[src/rtl/bs33_pkg.sv]
package bs33_pkg;

	localparam int MAX_WIDTH   = 1024;
	localparam int SAMPLE_BITS = 16;
	localparam int ADDR_BITS   = $clog2(MAX_WIDTH);
	localparam int CFG_BITS    = 11;
	localparam int SUM_BITS    = 20;
	localparam int POS_BITS    = 10;
	localparam int COL_BITS    = SAMPLE_BITS + 2;
	localparam int PSUM_BITS   = COL_BITS + 1;
	localparam int WIDTH_MIN   = 3;
	localparam int WIDTH_RESET = 4;
	localparam int LINE_BITS   = 2 * SAMPLE_BITS;
	localparam int OFIFO_DEPTH = 4;
	localparam int OFIFO_PTR   = $clog2(OFIFO_DEPTH);
	localparam int OFIFO_CNT   = $clog2(OFIFO_DEPTH + 1);

	typedef logic signed [SAMPLE_BITS-1:0] sample_t;
	typedef logic signed [COL_BITS-1:0]    col_sum_t;
	typedef logic signed [PSUM_BITS-1:0]   psum_t;
	typedef logic signed [SUM_BITS-1:0]    sum_t;
	typedef logic [POS_BITS-1:0]           pos_t;
	typedef logic [ADDR_BITS-1:0]          addr_t;
	typedef logic [CFG_BITS-1:0]           cfg_t;
	typedef logic [LINE_BITS-1:0]          line_t;
	typedef logic [OFIFO_CNT-1:0]          ocnt_t;

	localparam sample_t SAMPLE_EOM = '1;
	localparam pos_t    ROW_MAX    = '1;
	localparam addr_t   ADDR_LAST  = addr_t'(MAX_WIDTH - 1);

	// one accepted sample on its way from the counters to the arithmetic
	typedef struct packed {
		logic    valid;
		logic    eom;
		logic    res;
		pos_t    row;
		pos_t    col;
		addr_t   addr;
		sample_t smp;
	} tok_t;

	typedef struct packed {
		sum_t sum;
		pos_t row;
		pos_t col;
	} result_t;

endpackage

[src/rtl/bs33_calc.sv]
module bs33_calc (
	input  logic              clk,
	input  logic              arst_n,
	input  bs33_pkg::tok_t    tok,
	input  bs33_pkg::line_t   rd_data,
	output logic              wb_we,
	output bs33_pkg::addr_t   wb_addr,
	output bs33_pkg::line_t   wb_data,
	output logic              push,
	output bs33_pkg::result_t push_data
);
	import bs33_pkg::*;

	sample_t  upper;
	sample_t  lower;
	col_sum_t col_sum;
	col_sum_t prev_q;
	col_sum_t prev2_q;
	logic     valid_s2;
	col_sum_t col_sum_s2;
	psum_t    psum_s2;
	pos_t     row_s2;
	pos_t     col_s2;

	// stored word: {two rows up, one row up}
	assign upper   = rd_data[LINE_BITS-1:SAMPLE_BITS];
	assign lower   = rd_data[SAMPLE_BITS-1:0];
	assign col_sum = col_sum_t'(upper) + col_sum_t'(lower) + col_sum_t'(tok.smp);

	assign wb_we   = tok.valid && !tok.eom;
	assign wb_addr = tok.addr;
	assign wb_data = {lower, tok.smp};

	always_ff @(posedge clk or negedge arst_n) begin
		if (!arst_n) begin
			prev_q  <= '0;
			prev2_q <= '0;
		end else if (tok.valid) begin
			if (tok.eom) begin
				prev_q  <= '0;
				prev2_q <= '0;
			end else begin
				prev2_q <= prev_q;
				prev_q  <= col_sum;
			end
		end
	end

	always_ff @(posedge clk or negedge arst_n) begin
		if (!arst_n) begin
			valid_s2 <= 1'b0;
		end else begin
			valid_s2 <= tok.valid && tok.res;
		end
	end

	always_ff @(posedge clk) begin
		col_sum_s2 <= col_sum;
		psum_s2    <= psum_t'(prev_q) + psum_t'(prev2_q);
		row_s2     <= tok.row;
		col_s2     <= tok.col;
	end

	assign push           = valid_s2;
	assign push_data.sum  = sum_t'(psum_s2) + sum_t'(col_sum_s2);
	assign push_data.row  = row_s2;
	assign push_data.col  = col_s2;

endmodule

[config.mk]
export PLATFORM = sky130hd
export DESIGN_NAME = bs33_calc
export DESIGN_NICKNAME = d
export VERILOG_FILES = /design/src/rtl/bs33_pkg.sv /design/src/rtl/bs33_calc.sv
export SDC_FILE = /design/constraint.sdc
export NUM_CORES = 1
export LEC_CHECK = 0
export ABC_AREA = 1
export BUFFER_PORTS_ARGS = -buffer_cell sky130_fd_sc_hd__buf_2
export CAP_MARGIN = 20
export CELL_PAD_IN_SITES_DETAIL_PLACEMENT = 0
export CELL_PAD_IN_SITES_GLOBAL_PLACEMENT = 1
export CORE_MARGIN = 5
export CORE_UTILIZATION = 36
export CTS_BUF_LIST = sky130_fd_sc_hd__clkbuf_2
export CTS_CLUSTER_SIZE = 14
export DETAILED_ROUTE_END_ITERATION = 10
export PLACE_DENSITY = 0.86
export SYNTH_ARGS = -nofsm -noshare
export SYNTH_HDL_FRONTEND = slang
export SYNTH_SLANG_ARGS = --single-unit
[constraint.sdc]
create_clock -name clk -period 1.8 [get_ports clk]
set_input_delay 0.36 -clock clk [delete_from_list [all_inputs] [get_ports clk]]
set_output_delay 0.36 -clock clk [all_outputs]
set_load 0.01 [all_outputs]
# After elaboration in Yosys (flattened, before gate mapping)
# Index checks and enable logic that the tools add are counted.
# classes
muxes,2
n_reduce_logical,3
n_addsub,4
# op_table
cell,count
$mux W18,2
$add A19 B18 Y20,1
$add A18 B18 Y19,1
$add A17 B16 Y18,1
$add A16 B16 Y17,1
$logic_and A1 B1 Y1,2
$logic_not A1 Y1,1
# totals
inputBits,83
reg_bits,94

# Depth between registers and ports, before layout
# depth
word_depth,3
mapped_depth,14

# Least setup slack after synthesis
# OpenSTA, ideal clock, no wires.
# synth_timing
path_type,input to register
from,in tok[1] (netlist bit)
to,reg col_sum_s2[17]
cell_stages,12
required_ns,1.685
setup_ns,0.115
arrival_ns,2.172
path_slack_ns,-0.487
path_buffers,0
path_cell_list,inv_1 -> fa_1 -> inv_1 -> ha_1 -> fa_1 -> nand2_1 -> nand2_1 -> nand3_1 -> nand2_2 -> nand2_2 -> nand3_1 -> and2_1
# synth_between
elab_chain_cells,1
# synth_rtl
element,line_no,text
start: declaration,bs33_calc.sv:4,"input bs33_pkg::tok_t tok,"
$add A17 B16 Y18,bs33_calc.sv:28,assign col_sum = col_sum_t'(upper) + col_sum_t'(lower) + col_sum_t'(tok.smp);
net col_sum[17],bs33_calc.sv:16,col_sum_t col_sum;
end signal: assignment,bs33_calc.sv:58,col_sum_s2 <= col_sum;
end: declaration,bs33_calc.sv:20,col_sum_t col_sum_s2;
# The timed path passes the listed nets, and every way through them passes these cells.
# A chain may end at the register's enable or synchronous reset.

==> out/qor.txt <==
RSZ-0062 raised after global routing -> true
Final Max Tran Viols -> 0
Final hold viol count -> 0
Die X -> 143 um
Number of antenna violations at the first check in global routing -> 1
Worst endpoint required time -> 1.44 ns
Initial drt markers -> 138
H-tree Lvls -> 3
Slowest-stage cell, CP -> fa_2
Synth Warn # -> 0
Final Non-Filler Cells -> 1281
Cell-internal power -> 7.55 mW
Clk sinks -> 94
Combinational fraction of design power -> 68.2%
Switch Pwr -> 6.00 mW
Switching power share of the total -> 44.3%
Setup TNS -> -10.71 ns
Share of cells above drive strength 1 -> 38.7%
Worst VDD drop -> 1280 uV
Post-synth ARST share -> 39.4%
Post-Syn Area -> 6370 sq um
CTS clk-pin slew, worst paths -> 0.24 ns
Element type at the critical path end -> output port
Part of the power in the clock network -> 8.5%
Post-route cell area -> 8820 sq um
Vias in the first global route -> 5813
DP Area -> 7700 sq um
Seq/Total Area, Yosys -> 32.5%
Initial Util -> 36.8%
Cell variety after synth -> 37
Drc violations -> 0
PD cells -> 1540 nW/um^2
Slew HR -> 68.9%
Post-synth top flop -> dfxtp_1
Num CTS Buffers -> 9
Overflow left after global routing -> 0
Final core utilization -> 51.0%
Placed wire-length estimate -> 12000 um
Top Ports -> 167
CP startpoint kind -> register
Largest net degree at the start of global routing -> 38
Max Cap Viol -> 0
Vias/cell -> 4.49
Drt first pass iters -> 4
Fin worst setup slack -> -0.702 ns
Worst setup path class -> register to output port
TritonCTS clock tree -> yes
Maximum net fanout on the critical path -> 4
Commonest non-fill, non-tap cell in the layout -> nand2_1
Final net count -> 1205
Rows -> 48
First-pass GRT wire length -> 25600 um
Bufs on Longest Clock Path -> 2
Number of synthesized flops with an enable pin -> 0
Critical path's largest stage delay -> 0.39 ns
Core Region -> 17300 sq um
Area grow syn2layout -> 38.5%
Placed Instances -> 1234
Tmin final -> 2.50 ns
Mapped Cells -> 847
Hold Path Class -> input pin to register
Mapped Avg Cell Area -> 7.52 sq um
Failing checks -> setup timing
Mapped Nets -> 1002
Final period utilization -> 139%
GPL Wtd Cong -> 0.873
Status -> complete, but fails checks
DR WL/cell -> 12.2 um
Worst-Margin Slew -> 0.466 ns
Most frequent cells in the layout -> nand2_1, buf_2, inv_1, buf_4, nand3_1
Leakage -> 4.55 nW
Antenna Nets Post-Route -> 0
Die ar. -> 20400 sq um
Fillcell total -> 1664
F_max -> 0.400 GHz
Drt total wl -> 15600 um
Root buffer cell -> clkbuf_2
Worst Skew -> 0.0381 ns
Flop pwr share -> 23.2%
Die Y -> 143 um
Clock Latency Late Sink -> 0.54 ns
Port bufs -> 146
Post-synthesis register bit count -> 94
Worst EP arrival -> 2.14 ns
Endpoints failing setup -> 19
Tot GR Track Use -> 15.1%
Critical path cell sequence -> ha_4, fa_2, a21oi_4, o21ai_4, nand2_2, nand2_2, nand2_1, nand2_1, buf_6
Via count -> 5758
## registers in the layout, indices dropped and copies added, names as in the netlist
name and count:
col_s2 10, col_sum_s2 18, prev2_q 18, prev_q 18
psum_s2 19, push 1, row_s2 10
## repair_timing
action / 4_1_cts / 5_1_grt
buffers inserted: 7 / 2
endpoints found under the setup margin: 24 / 36
hold buffers: 22 / 0
pin swaps: 36 / 22
gates resized for setup: 94 / 66
hold endpoints to repair: 58 / 0
## kinds of logic after synthesis
logic type               share of synthesized area (%)
AO/OA/AOI/OAI                                     7.72
XOR/XNOR                                          3.70
adder cells (fa/ha/maj)                           16.4
buffers and inverters                             12.3
flip-flops                                        32.5
AND/OR/NAND/NOR                                   27.5
## through the flow
stage,hold slack (ns),worst slack (ns),power (mW)
floorplan,0.0644,-0.378,7.37
global placement,0.428,-0.627,10.1
detailed placement,0.431,-0.654,10.2
CTS,0.0655,-0.782,12.8
global route,0.0488,-0.893,14.7
finish,0.119,-0.702,13.6
## final timing paths
kind / startpoint / endpoint / slack (ns) / cells after the start
setup / recovery: psum_s2[0]$_DFF_P_ / push_data[36] / -0.70 / 9
hold / removal: rd_data[16] / col_sum_s2[0]$_DFF_P_ / 0.12 / 2
setup reg to reg: prev_q[0]$_DFFE_PN0P_ / psum_s2[16]$_DFF_P_ / 0.14 / 8
hold reg to reg: prev2_q[0]$_DFFE_PN0P_ / prev2_q[0]$_DFFE_PN0P_ / 0.53 / 2
max in group asynchronous: arst_n / prev_q[16]$_DFFE_PN0P_ / 1.11 / 3
min in group asynchronous: arst_n / prev_q[5]$_DFFE_PN0P_ / 0.35 / 3
## synth_stat cells (5+ instances only)
library cell,instances,share of area (%)
inv_1,106,6.2
buf_4,42,5.0
a21oi_1,39,3.1
nand2_2,10,0.98
ha_1,53,10
xor2_1,17,2.3
fa_1,19,6.0
xnor2_1,8,1.1
nand2_1,264,16
nor3_2,5,0.79
a22o_1,8,1.1
nand3_1,48,3.8
and2_1,8,0.79
nand3_2,5,0.79
o21ai_0,18,1.4
o21ai_1,5,0.39
nor2_1,48,2.8
dfxtp_1,57,18
inv_2,8,0.47
dfrtp_1,37,15
## area by class of cell
| cell class | count | area [sq um] | share of cell area, % |
|---|---|---|---|
| Multi-Input combinational cell | 588 | 4300 | 48.8 |
| Clock buffer | 9 | 45.0 | 0.511 |
| Antenna cell | 1 | 2.50 | 0.0284 |
| Tap cell | 225 | 282 | 3.19 |
| Sequential cell | 94 | 2120 | 24.0 |
| Clock inverter | 7 | 98.8 | 1.12 |
| Inverter | 116 | 443 | 5.02 |
| Timing Repair Buffer | 241 | 1530 | 17.3 |
## critical path, delay by kind of cell (launching register included)
| kind | cells | cell delay [ns] |
|---|---|---|
| simple gates | 4 | 0.26 |
| buf+inv | 1 | 0.12 |
| fa+ha+maj | 2 | 0.55 |
| flops | 1 | 0.38 |
| compound gates | 2 | 0.30 |
## power groups by stage
stage / combinational [mW] / sequential, mW / clock (mW)
2_1_floorplan: 4.54 / 2.83 / 0
5_1_grt: 10.2 / 3.20 / 1.28
4_1_cts: 8.53 / 3.11 / 1.21
6_report: 9.25 / 3.15 / 1.16
3_3_place_gp: 7.21 / 2.91 / 0
3_5_place_dp: 7.29 / 2.93 / 0
## layer usage
layer | wire length (um) | GRT usage, %
met1 | 7090 | 19.6
met2 | 7700 | 26.3
met3 | 625 | 1.91
met4 | 190 | 4.25
met5 | 0 | 0
Power figures use the tool's default switching activity.
