`config.mk`:
```
export PLATFORM = sky130hd
export DESIGN_NAME = bs33_ofifo
export DESIGN_NICKNAME = d
export VERILOG_FILES = /design/src/rtl/bs33_pkg.sv /design/src/rtl/bs33_ofifo.sv
export SDC_FILE = /design/constraint.sdc
export NUM_CORES = 1
export LEC_CHECK = 0
export ABC_AREA = 1
export BUFFER_PORTS_ARGS = -buffer_cell sky130_fd_sc_hd__buf_2
export CORE_MARGIN = 4
export CORE_UTILIZATION = 55
export CTS_CLUSTER_SIZE = 24
export DETAILED_ROUTE_END_ITERATION = 12
export MAX_ROUTING_LAYER = met4
export PLACE_DENSITY = 0.82
export SLEW_MARGIN = 20
export SYNTH_ARGS = -nofsm -noshare
export SYNTH_HDL_FRONTEND = slang
export SYNTH_SLANG_ARGS = --single-unit
```
`constraint.sdc`:
```
create_clock -name clk -period 4.48 [get_ports clk]
set_clock_uncertainty 0.15 [all_clocks]
set_input_delay 1.12 -clock clk [delete_from_list [all_inputs] [get_ports clk]]
set_output_delay 1.12 -clock clk [all_outputs]
set_load 0.005 [all_outputs]
```
`src/rtl/bs33_pkg.sv`:
```
package bs33_pkg;

	localparam int MAX_WIDTH   = 1024;
	localparam int SAMPLE_BITS = 16;
	localparam int ADDR_BITS   = $clog2(MAX_WIDTH);
	localparam int CFG_BITS    = 11;
	localparam int SUM_BITS    = 20;
	localparam int POS_BITS    = 10;
	localparam int COL_BITS    = SAMPLE_BITS + 2;
	localparam int PSUM_BITS   = COL_BITS + 1;
	localparam int WIDTH_MIN   = 3;
	localparam int WIDTH_RESET = 4;
	localparam int LINE_BITS   = 2 * SAMPLE_BITS;
	localparam int OFIFO_DEPTH = 4;
	localparam int OFIFO_PTR   = $clog2(OFIFO_DEPTH);
	localparam int OFIFO_CNT   = $clog2(OFIFO_DEPTH + 1);

	typedef logic signed [SAMPLE_BITS-1:0] sample_t;
	typedef logic signed [COL_BITS-1:0]    col_sum_t;
	typedef logic signed [PSUM_BITS-1:0]   psum_t;
	typedef logic signed [SUM_BITS-1:0]    sum_t;
	typedef logic [POS_BITS-1:0]           pos_t;
	typedef logic [ADDR_BITS-1:0]          addr_t;
	typedef logic [CFG_BITS-1:0]           cfg_t;
	typedef logic [LINE_BITS-1:0]          line_t;
	typedef logic [OFIFO_CNT-1:0]          ocnt_t;

	localparam sample_t SAMPLE_EOM = '1;
	localparam pos_t    ROW_MAX    = '1;
	localparam addr_t   ADDR_LAST  = addr_t'(MAX_WIDTH - 1);

	// one accepted sample on its way from the counters to the arithmetic
	typedef struct packed {
		logic    valid;
		logic    eom;
		logic    res;
		pos_t    row;
		pos_t    col;
		addr_t   addr;
		sample_t smp;
	} tok_t;

	typedef struct packed {
		sum_t sum;
		pos_t row;
		pos_t col;
	} result_t;

endpackage

```
`src/rtl/bs33_ofifo.sv`:
```
module bs33_ofifo (
	input  logic              clk,
	input  logic              arst_n,
	input  logic              push,
	input  bs33_pkg::result_t push_data,
	input  logic              pop,
	output logic              not_empty,
	output bs33_pkg::result_t head,
	output bs33_pkg::ocnt_t   count
);
	import bs33_pkg::*;

	result_t              mem_q [OFIFO_DEPTH];
	logic [OFIFO_PTR-1:0] wr_ptr_q;
	logic [OFIFO_PTR-1:0] rd_ptr_q;
	ocnt_t                cnt_q;

	localparam logic [OFIFO_PTR-1:0] PTR_LAST = OFIFO_PTR'(OFIFO_DEPTH - 1);

	always_ff @(posedge clk) begin
		if (push) begin
			mem_q[wr_ptr_q] <= push_data;
		end
	end

	always_ff @(posedge clk or negedge arst_n) begin
		if (!arst_n) begin
			wr_ptr_q <= '0;
			rd_ptr_q <= '0;
			cnt_q    <= '0;
		end else begin
			if (push) begin
				wr_ptr_q <= (wr_ptr_q == PTR_LAST) ? '0 : wr_ptr_q + OFIFO_PTR'(1);
			end
			if (pop) begin
				rd_ptr_q <= (rd_ptr_q == PTR_LAST) ? '0 : rd_ptr_q + OFIFO_PTR'(1);
			end
			if (push && !pop) begin
				cnt_q <= cnt_q + ocnt_t'(1);
			end else if (pop && !push) begin
				cnt_q <= cnt_q - ocnt_t'(1);
			end
		end
	end

	assign not_empty = (cnt_q != '0);
	assign head      = mem_q[rd_ptr_q];
	assign count     = cnt_q;

endmodule

```
# Yosys cells after proc, flatten, opt, wreduce, memory -nomap -nowiden
# Memories as Yosys holds them, arrays and structs flattened.
# Index checks and enable logic that the tools add are counted.
[totals]
regBits = 7
ramBits = 160
wordCells = 22
mem_count = 1
[memory_table]
columns = ["name", "words", "word_bits", "read_ports", "rd_clocked_by_memory_dff", "wr", "line_no", "source"]
rows = [
  ["mem_q", 4, 40, 1, 0, 1, "bs33_ofifo.sv:13", "result_t mem_q [OFIFO_DEPTH];"],
]
[classes]
n_addsub = 4
n_eq_ne = 2
muxes = 6
n_reduce_logical = 6
[ops]
columns = ["operator", "n"]
rows = [
  ["$mux 3", 2],
  ["$add 2x1->2 const B", 2],
  ["$eq 2x2->1 const B", 2],
  ["$mux 2", 2],
  ["$add 3x1->3 const B", 1],
  ["$reduce_bool 3->1", 1],
  ["$sub 3x1->3 const B", 1],
  ["$logic_and 1x1->1", 2],
  ["$logic_not 1->1", 2],
  ["$mux 1", 2],
  ["$reduce_bool 2->1", 1],
]

# Depth between registers and ports, before layout
# Gate-level depths: netlist of the first run.
[logic_depth]
depth_word = 4
depth_mapped = 9
mapped_depth_nobuf = 9

# Least setup slack after synthesis of the first run
# No wires, ideal clock.
[synth_timing]
kind = "input -> register"
start = "input port push"
end = "memory mem_q[3][0] (netlist name) (enable)"
arrival_time_ns = 1.947
setup_slack_ns = 1.988
path_stages = 2
path_buffers = 0
cell_sequence = "nand2_1 -> inv_1"
[synth_between]
elab_chain_len = 2
[synth_lines]
columns = ["item", "line_no", "source"]
rows = [
  ["from (decl)", "bs33_ofifo.sv:4", "input logic push,"],
  ["$mux 1", "bs33_ofifo.sv:21", "if (push) begin"],
  ["$mux 1 (implied by the code)", "bs33_ofifo.sv:22", "mem_q[wr_ptr_q] <= push_data;"],
  ["to (decl)", "bs33_ofifo.sv:13", ""],
]
# No other way between the ends.

==> flow_summary.ini, run 1 <==
[synthesis]
synthTopCellsByArea = edfxtp_1 (70%), nand2_1 (7.4%), o211ai_1 (6.2%), inv_1 (5.0%), o211ai_2 (4.2%)
synth_most_common_cell = edfxtp_1
synth_nets = 570
syn_inst = 519
synthTopCellsByCount = edfxtp_1 (160), nand2_1 (136), inv_1 (91)
synth-async-reset-ratio = 0.0419
ys_seq_elements = 167
yosysWarnings = 0
ys_seq_area_frac = 0.722
synth_area_per_cell_sq_um = 13.3
synth_top_cell_area_share = 0.697
synthFlopType = edfxtp_1
ys_types = 18
netlist_area_sq_mm = 0.00690
yosysTopAreaCell = edfxtp_1
synth_edf_count = 160

[clock_tree]
cts_tree = built
cts_setup_buffers = 0
path_clk_slew_ps = 60
clockBufferDepth = 2
clk_root_buffer_cell = clkbuf_16
postCtsResizedCells = 0
cts_sinks = 167
hold_buffers = 0
htreeDepth = 4
clock_latency_ps = 420
cts_buffers = 17

[hold_path]
min_path_type = reg -> reg
min_path_cells = 2
min_from = count[2]$_DFFE_PN0P_
hold_end = count[2]$_DFFE_PN0P_

[floorplanning]
fp.coreArea_sq_mm = 0.0122
ios = 88
start_util = 0.567
num_rows = 40
die-area_sq_mm = 0.0144
die_x_microns = 120
die_h_microns = 120

[timing]
rsz0062_at_grt = false
setup-violations-final = 0
fin_crit_sh = 0.807
period_needed_ps = 3610
holdWs_ps = 372
fmax_mhz = 277
max_slew_margin = 0.329
timing_worst_slew_pin_value_ps = 1010
finalMaxSlewViolations = 0
finalSetupTns_ps = 0
hold_viol_final = 0

[route]
drt-total-wl_microns = 12700
drc = 0
first_pass_iters = 6
viasPerCell = 5.14
ant_nets = 0
dr.first_iter.drc_count = 273
post_drt_wl_per_cell_microns = 16.2
via_count = 4034

[worst_setup_path]
max_stage_delay_ps = 510
reg2reg_from = wr_ptr_q[0]$_DFFE_PN0P_
worstPathRequired_ps = 3210
crit_top_cell = nand2_1
cp_max_fo = 71
r2r_slack_ps = 2470
r2r_cells = 4
rr_endpoint = mem_q[0][35]$_DFFE_PP_
path_cells = inv_4 -> buf_4 -> nand2_1 -> o211ai_1 -> nand2_1 -> buf_2
critical_path_class = reg -> out
endpoint_kind = output pin
cp.arrival_ps = 2340
cp-start-kind = register
crit_path_top_delay_cell = inv_4

[global_routing]
grt_pass1_wl_microns = 20300
grt_pass1_vias = 4146
grt_usage = 0.192
grt_antenna_before_repair = 1
grt-ovfl-total = 0
grt_max_degree = 72

[power]
cellLeakagePower_nw = 3.33
p_per_area_mw_per_mm2 = 633
irDropWorstVdd_uv = 383

[final_layout]
n_fill_cell = 881
areaGrowthSynthToFinish_pct = 16.2
drive_gt1_frac = 0.242
nets = 654

[placement]
place.gp.congestion = 0.732
dpl.hpwl_microns = 7310
portBuffers = 87

[run_status]
status = completed

[flow_run]
cap_violations = 0
through the flow:
step | instances | setup slack (ps) | power (mW) | utilization | area (sq um)
detailed placement | 752 | 1320 | 3.58 | 0.607 | 7380
finish | 785 | 866 | 5.07 | 0.659 | 8020
global placement | 752 | 1430 | 3.51 | 0.607 | 7380
global route | 785 | 682 | 5.38 | 0.659 | 8020
floorplan | 519 | 1990 | 3.11 | - | 6900
CTS | 784 | 856 | 5.13 | 0.659 | 8010
layout by cell type (no fill, tap or decap), drive strengths merged:
cell type,instances
buf,91
bufinv,5
clkbuf,22
clkinv,5
dfrtp,7
diode,1
edfxtp,160
fa,1
ha,6
inv,93
nand2,136
nand3,1
nand4,1
nor2,3
o211ai,80
o21ai,4
xnor2,1
where the power goes:
| part | internal, mW | switching (mW) | total [mW] |
|---|---|---|---|
| sequential | 2.01 | 0.0852 | 2.10 |
| combinational | 0.504 | 0.920 | 1.42 |
| clock | 1.00 | 0.549 | 1.55 |
| total | 3.52 | 1.55 | 5.07 |
worst max-delay path, delay by kind of cell, from the launching register on:
family          cells  cell delay (ps)
flops               1              430
compound gates      1              110
simple gates        2              220
buf+inv             3             1140
cells by family (layout without fill, tap and decap cells):
family,after synthesis,count (layout),synth area share
AND/OR/NAND/NOR,141,141,0.0773
other,0,1,0
buffers and inverters,119,216,0.0789
flip-flops,167,167,0.722
XOR/XNOR,1,1,0.00127
AO/OA/AOI/OAI,84,84,0.107
adder cells (fa/ha/maj),7,7,0.0138
cell type report:
type / count / area (sq um) / share of cell area
flip-flops and latches: 167 / 4980 / 0.621
multi-input cells: 233 / 1370 / 0.171
repair buffers: 91 / 465 / 0.0581
clock buffers: 22 / 454 / 0.0567
inverters: 93 / 352 / 0.0439
well taps: 168 / 210 / 0.0262
clock inverters: 10 / 179 / 0.0223
diodes: 1 / 2.50 / 0.000312
sequential cells by signal, indices dropped and copies added, names as in the netlist:
name,cells
rd_ptr_q,2
wr_ptr_q,2
count,3
mem_q,160
routing by layer:
layer  routed length [microns]  track usage
met5                         0            -
met4                       134       0.0680
met3                       809       0.0664
met2                      6730        0.327
met1                      5060        0.210
how the worst max path moves through the flow:
stage,from,end,slack (ps),cells after the start
4_1_cts,rd_ptr_q[0]$_DFFE_PN0P_,head[2],860,6
2_1_floorplan,push,mem_q[3][0]$_DFFE_PP_,1990,2
5_1_grt,rd_ptr_q[0]$_DFFE_PN0P_,head[28],680,6
3_3_place_gp,rd_ptr_q[0]$_DFFE_PN0P_,head[12],1430,6
6_report,rd_ptr_q[0]$_DFFE_PN0P_,head[2],870,6
3_5_place_dp,rd_ptr_q[0]$_DFFE_PN0P_,head[2],1320,6
Note: power is estimated with default switching activity, not from simulation.
==> inputs of run 2 (changes only) <==
--- a/config.mk
+++ b/config.mk
@@ -5,14 +5,14 @@
 export SDC_FILE = /design/constraint.sdc
 export NUM_CORES = 1
 export LEC_CHECK = 0
-export ABC_AREA = 1
+export ABC_AREA = 0
 export BUFFER_PORTS_ARGS = -buffer_cell sky130_fd_sc_hd__buf_2
 export CORE_MARGIN = 4
 export CORE_UTILIZATION = 55
 export CTS_CLUSTER_SIZE = 24
 export DETAILED_ROUTE_END_ITERATION = 12
 export MAX_ROUTING_LAYER = met4
-export PLACE_DENSITY = 0.82
+export PLACE_DENSITY = 0.83
 export SLEW_MARGIN = 20
 export SYNTH_ARGS = -nofsm -noshare
 export SYNTH_HDL_FRONTEND = slang
==> constraint.sdc (replaced) <==
create_clock -name clk -period 3.66 [get_ports clk]
set_clock_uncertainty 0.15 [all_clocks]
set_input_delay 0.915 -clock clk [delete_from_list [all_inputs] [get_ports clk]]
set_output_delay 0.915 -clock clk [all_outputs]
set_load 0.005 [all_outputs]
==> flow_summary.ini, run 2 <==
[worst_setup_path]
worstPathRequired_ps = 2590
endpoint_kind = output pin
reg2reg_from = wr_ptr_q[0]$_DFFE_PN0P_
cp-start-kind = register
critical_path_class = reg -> out
r2r_cells = 4
r2r_slack_ps = 1630
cp_max_fo = 14
rr_endpoint = mem_q[0][22]$_DFFE_PP_
cp.arrival_ps = 2070

[floorplanning]
ios = 88
num_rows = 38
fp.coreArea_sq_mm = 0.0110
start_util = 0.568
die_x_microns = 114
die-area_sq_mm = 0.0131
die_h_microns = 114

[clock_tree]
cts_sinks = 167
htreeDepth = 4
path_clk_slew_ps = 60
clk_root_buffer_cell = clkbuf_16
hold_buffers = 0
clock_latency_ps = 410
cts_setup_buffers = 0
cts_buffers = 17
clockBufferDepth = 2
cts_tree = built
postCtsResizedCells = 0

[run_status]
status = completed

[final_layout]
final_common_cell = edfxtp_1
final_core_util = 0.671
regMostFlops = mem_q
final_area_sq_mm = 0.00736
nets = 403
drive_gt1_frac = 0.466
layout_common_cells = edfxtp_1 (160), buf_2 (87), mux4_2 (38)
largest_reg_flops = 160
areaGrowthSynthToFinish_pct = 18.1
antennaDiodeCount = 0

[route]
post_drt_wl_per_cell_microns = 20.8
dr.first_iter.drc_count = 144
drc = 0
ant_nets = 0
viasPerCell = 5.51
drt-total-wl_microns = 10500
first_pass_iters = 4
via_count = 2785

[power]
cellLeakagePower_nw = 2.58
power_mw = 5.65
p_per_area_mw_per_mm2 = 767
irDropWorstVdd_uv = 366

[timing]
rsz0062_at_grt = false
max_slew_margin = 0.527
period_needed_ps = 3130
hold_viol_final = 0
finalSetupTns_ps = 0
timing_worst_slew_pin_value_ps = 709
setup-violations-final = 0
fmax_mhz = 319
fin_crit_sh = 0.855
finalMaxSlewViolations = 0

[flow_run]
cap_violations = 0

[global_routing]
grt_pass1_wl_microns = 16500
grt-ovfl-total = 0
grt_max_degree = 30
grt_pass1_vias = 3103
grt_antenna_before_repair = 0
grt_usage = 0.180

[placement]
portBuffers = 87
dpl_cell_area_sq_mm = 0.00682
dpl.hpwl_microns = 6600
place.gp.congestion = 0.726

[synthesis]
synthFlopType = edfxtp_1
synth_most_common_cell = edfxtp_1
yosysTopAreaCell = edfxtp_1
synthTopCellsByCount = edfxtp_1 (160), mux4_2 (38), dfrtp_1 (7)
synth-async-reset-ratio = 0.0419
netlist_area_sq_mm = 0.00623
ys_types = 19
synthTopCellsByArea = edfxtp_1 (77%), mux4_2 (14%), dfrtp_1 (2.8%), buf_12 (1.3%), ha_1 (1.2%)
ys_seq_elements = 167
ys_seq_area_frac = 0.799
syn_inst = 246
synth_nets = 297
yosysWarnings = 0
synth_area_per_cell_sq_um = 25.3
synth_edf_count = 160
synth_top_cell_area_share = 0.771

[hold_path]
min_path_type = in -> async
-- run 2: cell count changes after synthesis, moves of 11 or more --
| cell | change |
|---|---|
| o211ai_1 | -57 |
| buf_2 | -11 |
| nand2_1 | -134 |
| mux4_2 | +38 |
| o211ai_2 | -23 |
| inv_1 | -87 |
-- run 2: logic make-up (layout without fill, tap and decap cells) --
kind of cell    count (synthesis)  after routing  share of synthesized area
mux                            43             43                      0.151
flops                         167            167                      0.799
fa+ha+maj                       7              7                     0.0153
buf+inv                        14            133                     0.0209
xor+xnor                        3              3                    0.00422
compound gates                  2              2                    0.00161
simple gates                   10             10                    0.00803
-- run 2: worst max-delay path, cell delays in order, from the launching register on --
cell     delay [ps]
dfrtp_2         670
buf_4           310
mux4_2          530
buf_2           150
-- run 2: layer usage --
layer / GRT usage / share of wire / up-vias
met5: - / 0 / -
met4: 0.0713 / 0.013 / 0
met1: 0.209 / 0.40 / 1444
met2: 0.300 / 0.54 / 76
li1: - / - / 1253
met3: 0.0492 / 0.045 / 12
-- run 2: worst max-delay path by stage --
stage                            start                    end  slack [ps]  cells past startpoint
6_report       rd_ptr_q[0]$_DFFE_PN0P_               head[38]         530                      3
5_1_grt        rd_ptr_q[0]$_DFFE_PN0P_               head[25]         390                      3
4_1_cts        rd_ptr_q[0]$_DFFE_PN0P_               head[38]         450                      3
3_5_place_dp   rd_ptr_q[0]$_DFFE_PN0P_               head[38]         890                      3
3_3_place_gp   rd_ptr_q[0]$_DFFE_PN0P_               head[25]         890                      3
2_1_floorplan                     push  mem_q[3][0]$_DFFE_PP_        1220                      1
-- run 2: cell type report --
type	instances	area, sq um
flip-flops and latches	167	4980
fillers	706	3620
multi-input cells	65	1130
repair buffers	97	523
clock buffers	19	433
well taps	140	175
clock inverters	13	108
inverters	4	15.0
-- run 2: per-stage QoR --
| stage | cells | hold slack, ps | worst slack [ps] |
|---|---|---|---|
| after floorplan | 246 | 329 | 1220 |
| after global placement | 473 | 324 | 890 |
| after detailed placement | 473 | 327 | 891 |
| after CTS | 505 | 153 | 450 |
| after global routing | 505 | 158 | 385 |
| final | 505 | 169 | 530 |
-- run 2: where the power goes --
part | internal [mW] | total (mW) | leakage (nW) | switching (mW)
clock network | 0.929 | 1.61 | 0.253 | 0.679
logic | 0.770 | 1.40 | 0.778 | 0.626
registers | 2.46 | 2.65 | 1.55 | 0.189
total | 4.16 | 5.65 | 2.58 | 1.49
==> inputs of run 3 (changes only) <==
--- a/config.mk
+++ b/config.mk
@@ -8,12 +8,10 @@
 export ABC_AREA = 0
 export BUFFER_PORTS_ARGS = -buffer_cell sky130_fd_sc_hd__buf_2
 export CORE_MARGIN = 4
-export CORE_UTILIZATION = 55
+export CORE_UTILIZATION = 37
 export CTS_CLUSTER_SIZE = 24
 export DETAILED_ROUTE_END_ITERATION = 12
-export MAX_ROUTING_LAYER = met4
-export PLACE_DENSITY = 0.83
-export SLEW_MARGIN = 20
+export PLACE_DENSITY = 0.62
 export SYNTH_ARGS = -nofsm -noshare
 export SYNTH_HDL_FRONTEND = slang
 export SYNTH_SLANG_ARGS = --single-unit
==> flow_summary.ini, run 3 (synthesis results as in run 2) <==
[placement]
portBuffers = 87
dpl.hpwl_microns = 7130
place.gp.congestion = 0.729

[clock_tree]
cts_tree = built
postCtsResizedCells = 0
clockBufferDepth = 2
htreeDepth = 4
clock_latency_ps = 420
hold_buffers = 0
cts_sinks = 167
path_clk_slew_ps = 60
clk_root_buffer_cell = clkbuf_16
cts_buffers = 17
cts_setup_buffers = 0

[route]
ant_nets = 0
post_drt_wl_per_cell_microns = 19.1
wl_met2_microns = 5690
via_count = 2770
dr.first_iter.drc_count = 122
wl_met3_microns = 641
drc = 0
drt-total-wl_microns = 11200
viasPerCell = 4.74
met1Wirelength_microns = 4650
first_pass_iters = 4
highest_layer = met5

[final_layout]
antennaDiodeCount = 0
drive_gt1_frac = 0.479
layout_common_cells = edfxtp_1 (160), buf_2 (87), mux4_2 (38)
final_common_cell = edfxtp_1
nets = 403
areaGrowthSynthToFinish_pct = 20.8
regMostFlops = mem_q
largest_reg_flops = 160

[worst_setup_path]
r2r_cells = 4
worstPathRequired_ps = 2590
critical_path_class = reg -> out
cp.arrival_ps = 2190
r2r_slack_ps = 1780
cp-start-kind = register
endpoint_kind = output pin
reg2reg_from = wr_ptr_q[1]$_DFFE_PN0P_
startpoint = rd_ptr_q[0]$_DFFE_PN0P_
cp_max_fo = 27

[power]
irDropWorstVdd_uv = 418
cellLeakagePower_nw = 2.62
power_mw = 5.79
p_per_area_mw_per_mm2 = 769

[floorplanning]
fp.coreArea_sq_mm = 0.0165
die_x_microns = 138
die_h_microns = 138
ios = 88
start_util = 0.377
die-area_sq_mm = 0.0190
num_rows = 47

[timing]
hold_viol_final = 0
period_needed_ps = 3250
timing_worst_slew_pin_value_ps = 625
fmax_mhz = 307
max_slew_margin = 0.583
setup-violations-final = 0
fin_crit_sh = 0.889
finalMaxSlewViolations = 0
rsz0062_at_grt = false
finalSetupTns_ps = 0

[run_status]
status = completed

[global_routing]
grt_pass1_vias = 3073
grt_max_degree = 41
grt_antenna_before_repair = 1
grt_pass1_wl_microns = 17400
grt-ovfl-total = 0
grt_usage = 0.128

[flow_run]
cap_violations = 0

[hold_path]
min_path_type = in -> async
-- run 3: path summary, 6_finish.rpt --
kind / endpoint
hold / removal: count[1]$_DFFE_PN0P_
setup / recovery: head[30]
max in group asynchronous: rd_ptr_q[0]$_DFFE_PN0P_
hold reg to reg: count[2]$_DFFE_PN0P_
min in group clk: count[2]$_DFFE_PN0P_
setup reg to reg: mem_q[1][31]$_DFFE_PP_
-- run 3: critical path, stage by stage, from the launching register on --
cell     delay [ps]
dfrtp_4         770
buf_4           330
mux4_2          530
buf_2           140
-- run 3: area by class of cell --
type,count,area (sq um)
sequential,167,4980
clock inverter,14,149
tap,220,275
multi-input combinational,65,1130
fill,1397,8990
clock buffer,18,429
inverter,4,15.0
timing repair buffer,97,548
-- run 3: layer usage --
metal / vias up / track usage
met5: - / 0
met4: 2 / 0.0510
met3: 16 / 0.0471
met2: 62 / 0.208
met1: 1438 / 0.155
li1: 1252 / -
-- run 3: per-stage QoR --
step                setup slack, ps  area, sq um  hold slack (ps)   util  std cells
finish                          408         7530              174  0.456        585
global placement                782         6950              325  0.421        553
global route                    213         7530              157  0.456        585
detailed placement              760         6950              358  0.421        553
floorplan                      1220         6230              329      -        246
CTS                             297         7530              153  0.456        585
-- run 3: where the power goes --
part	total, mW	switching (mW)	internal (mW)
Combinational	1.40	0.630	0.769
Sequential	2.66	0.196	2.46
Clock	1.73	0.720	1.01
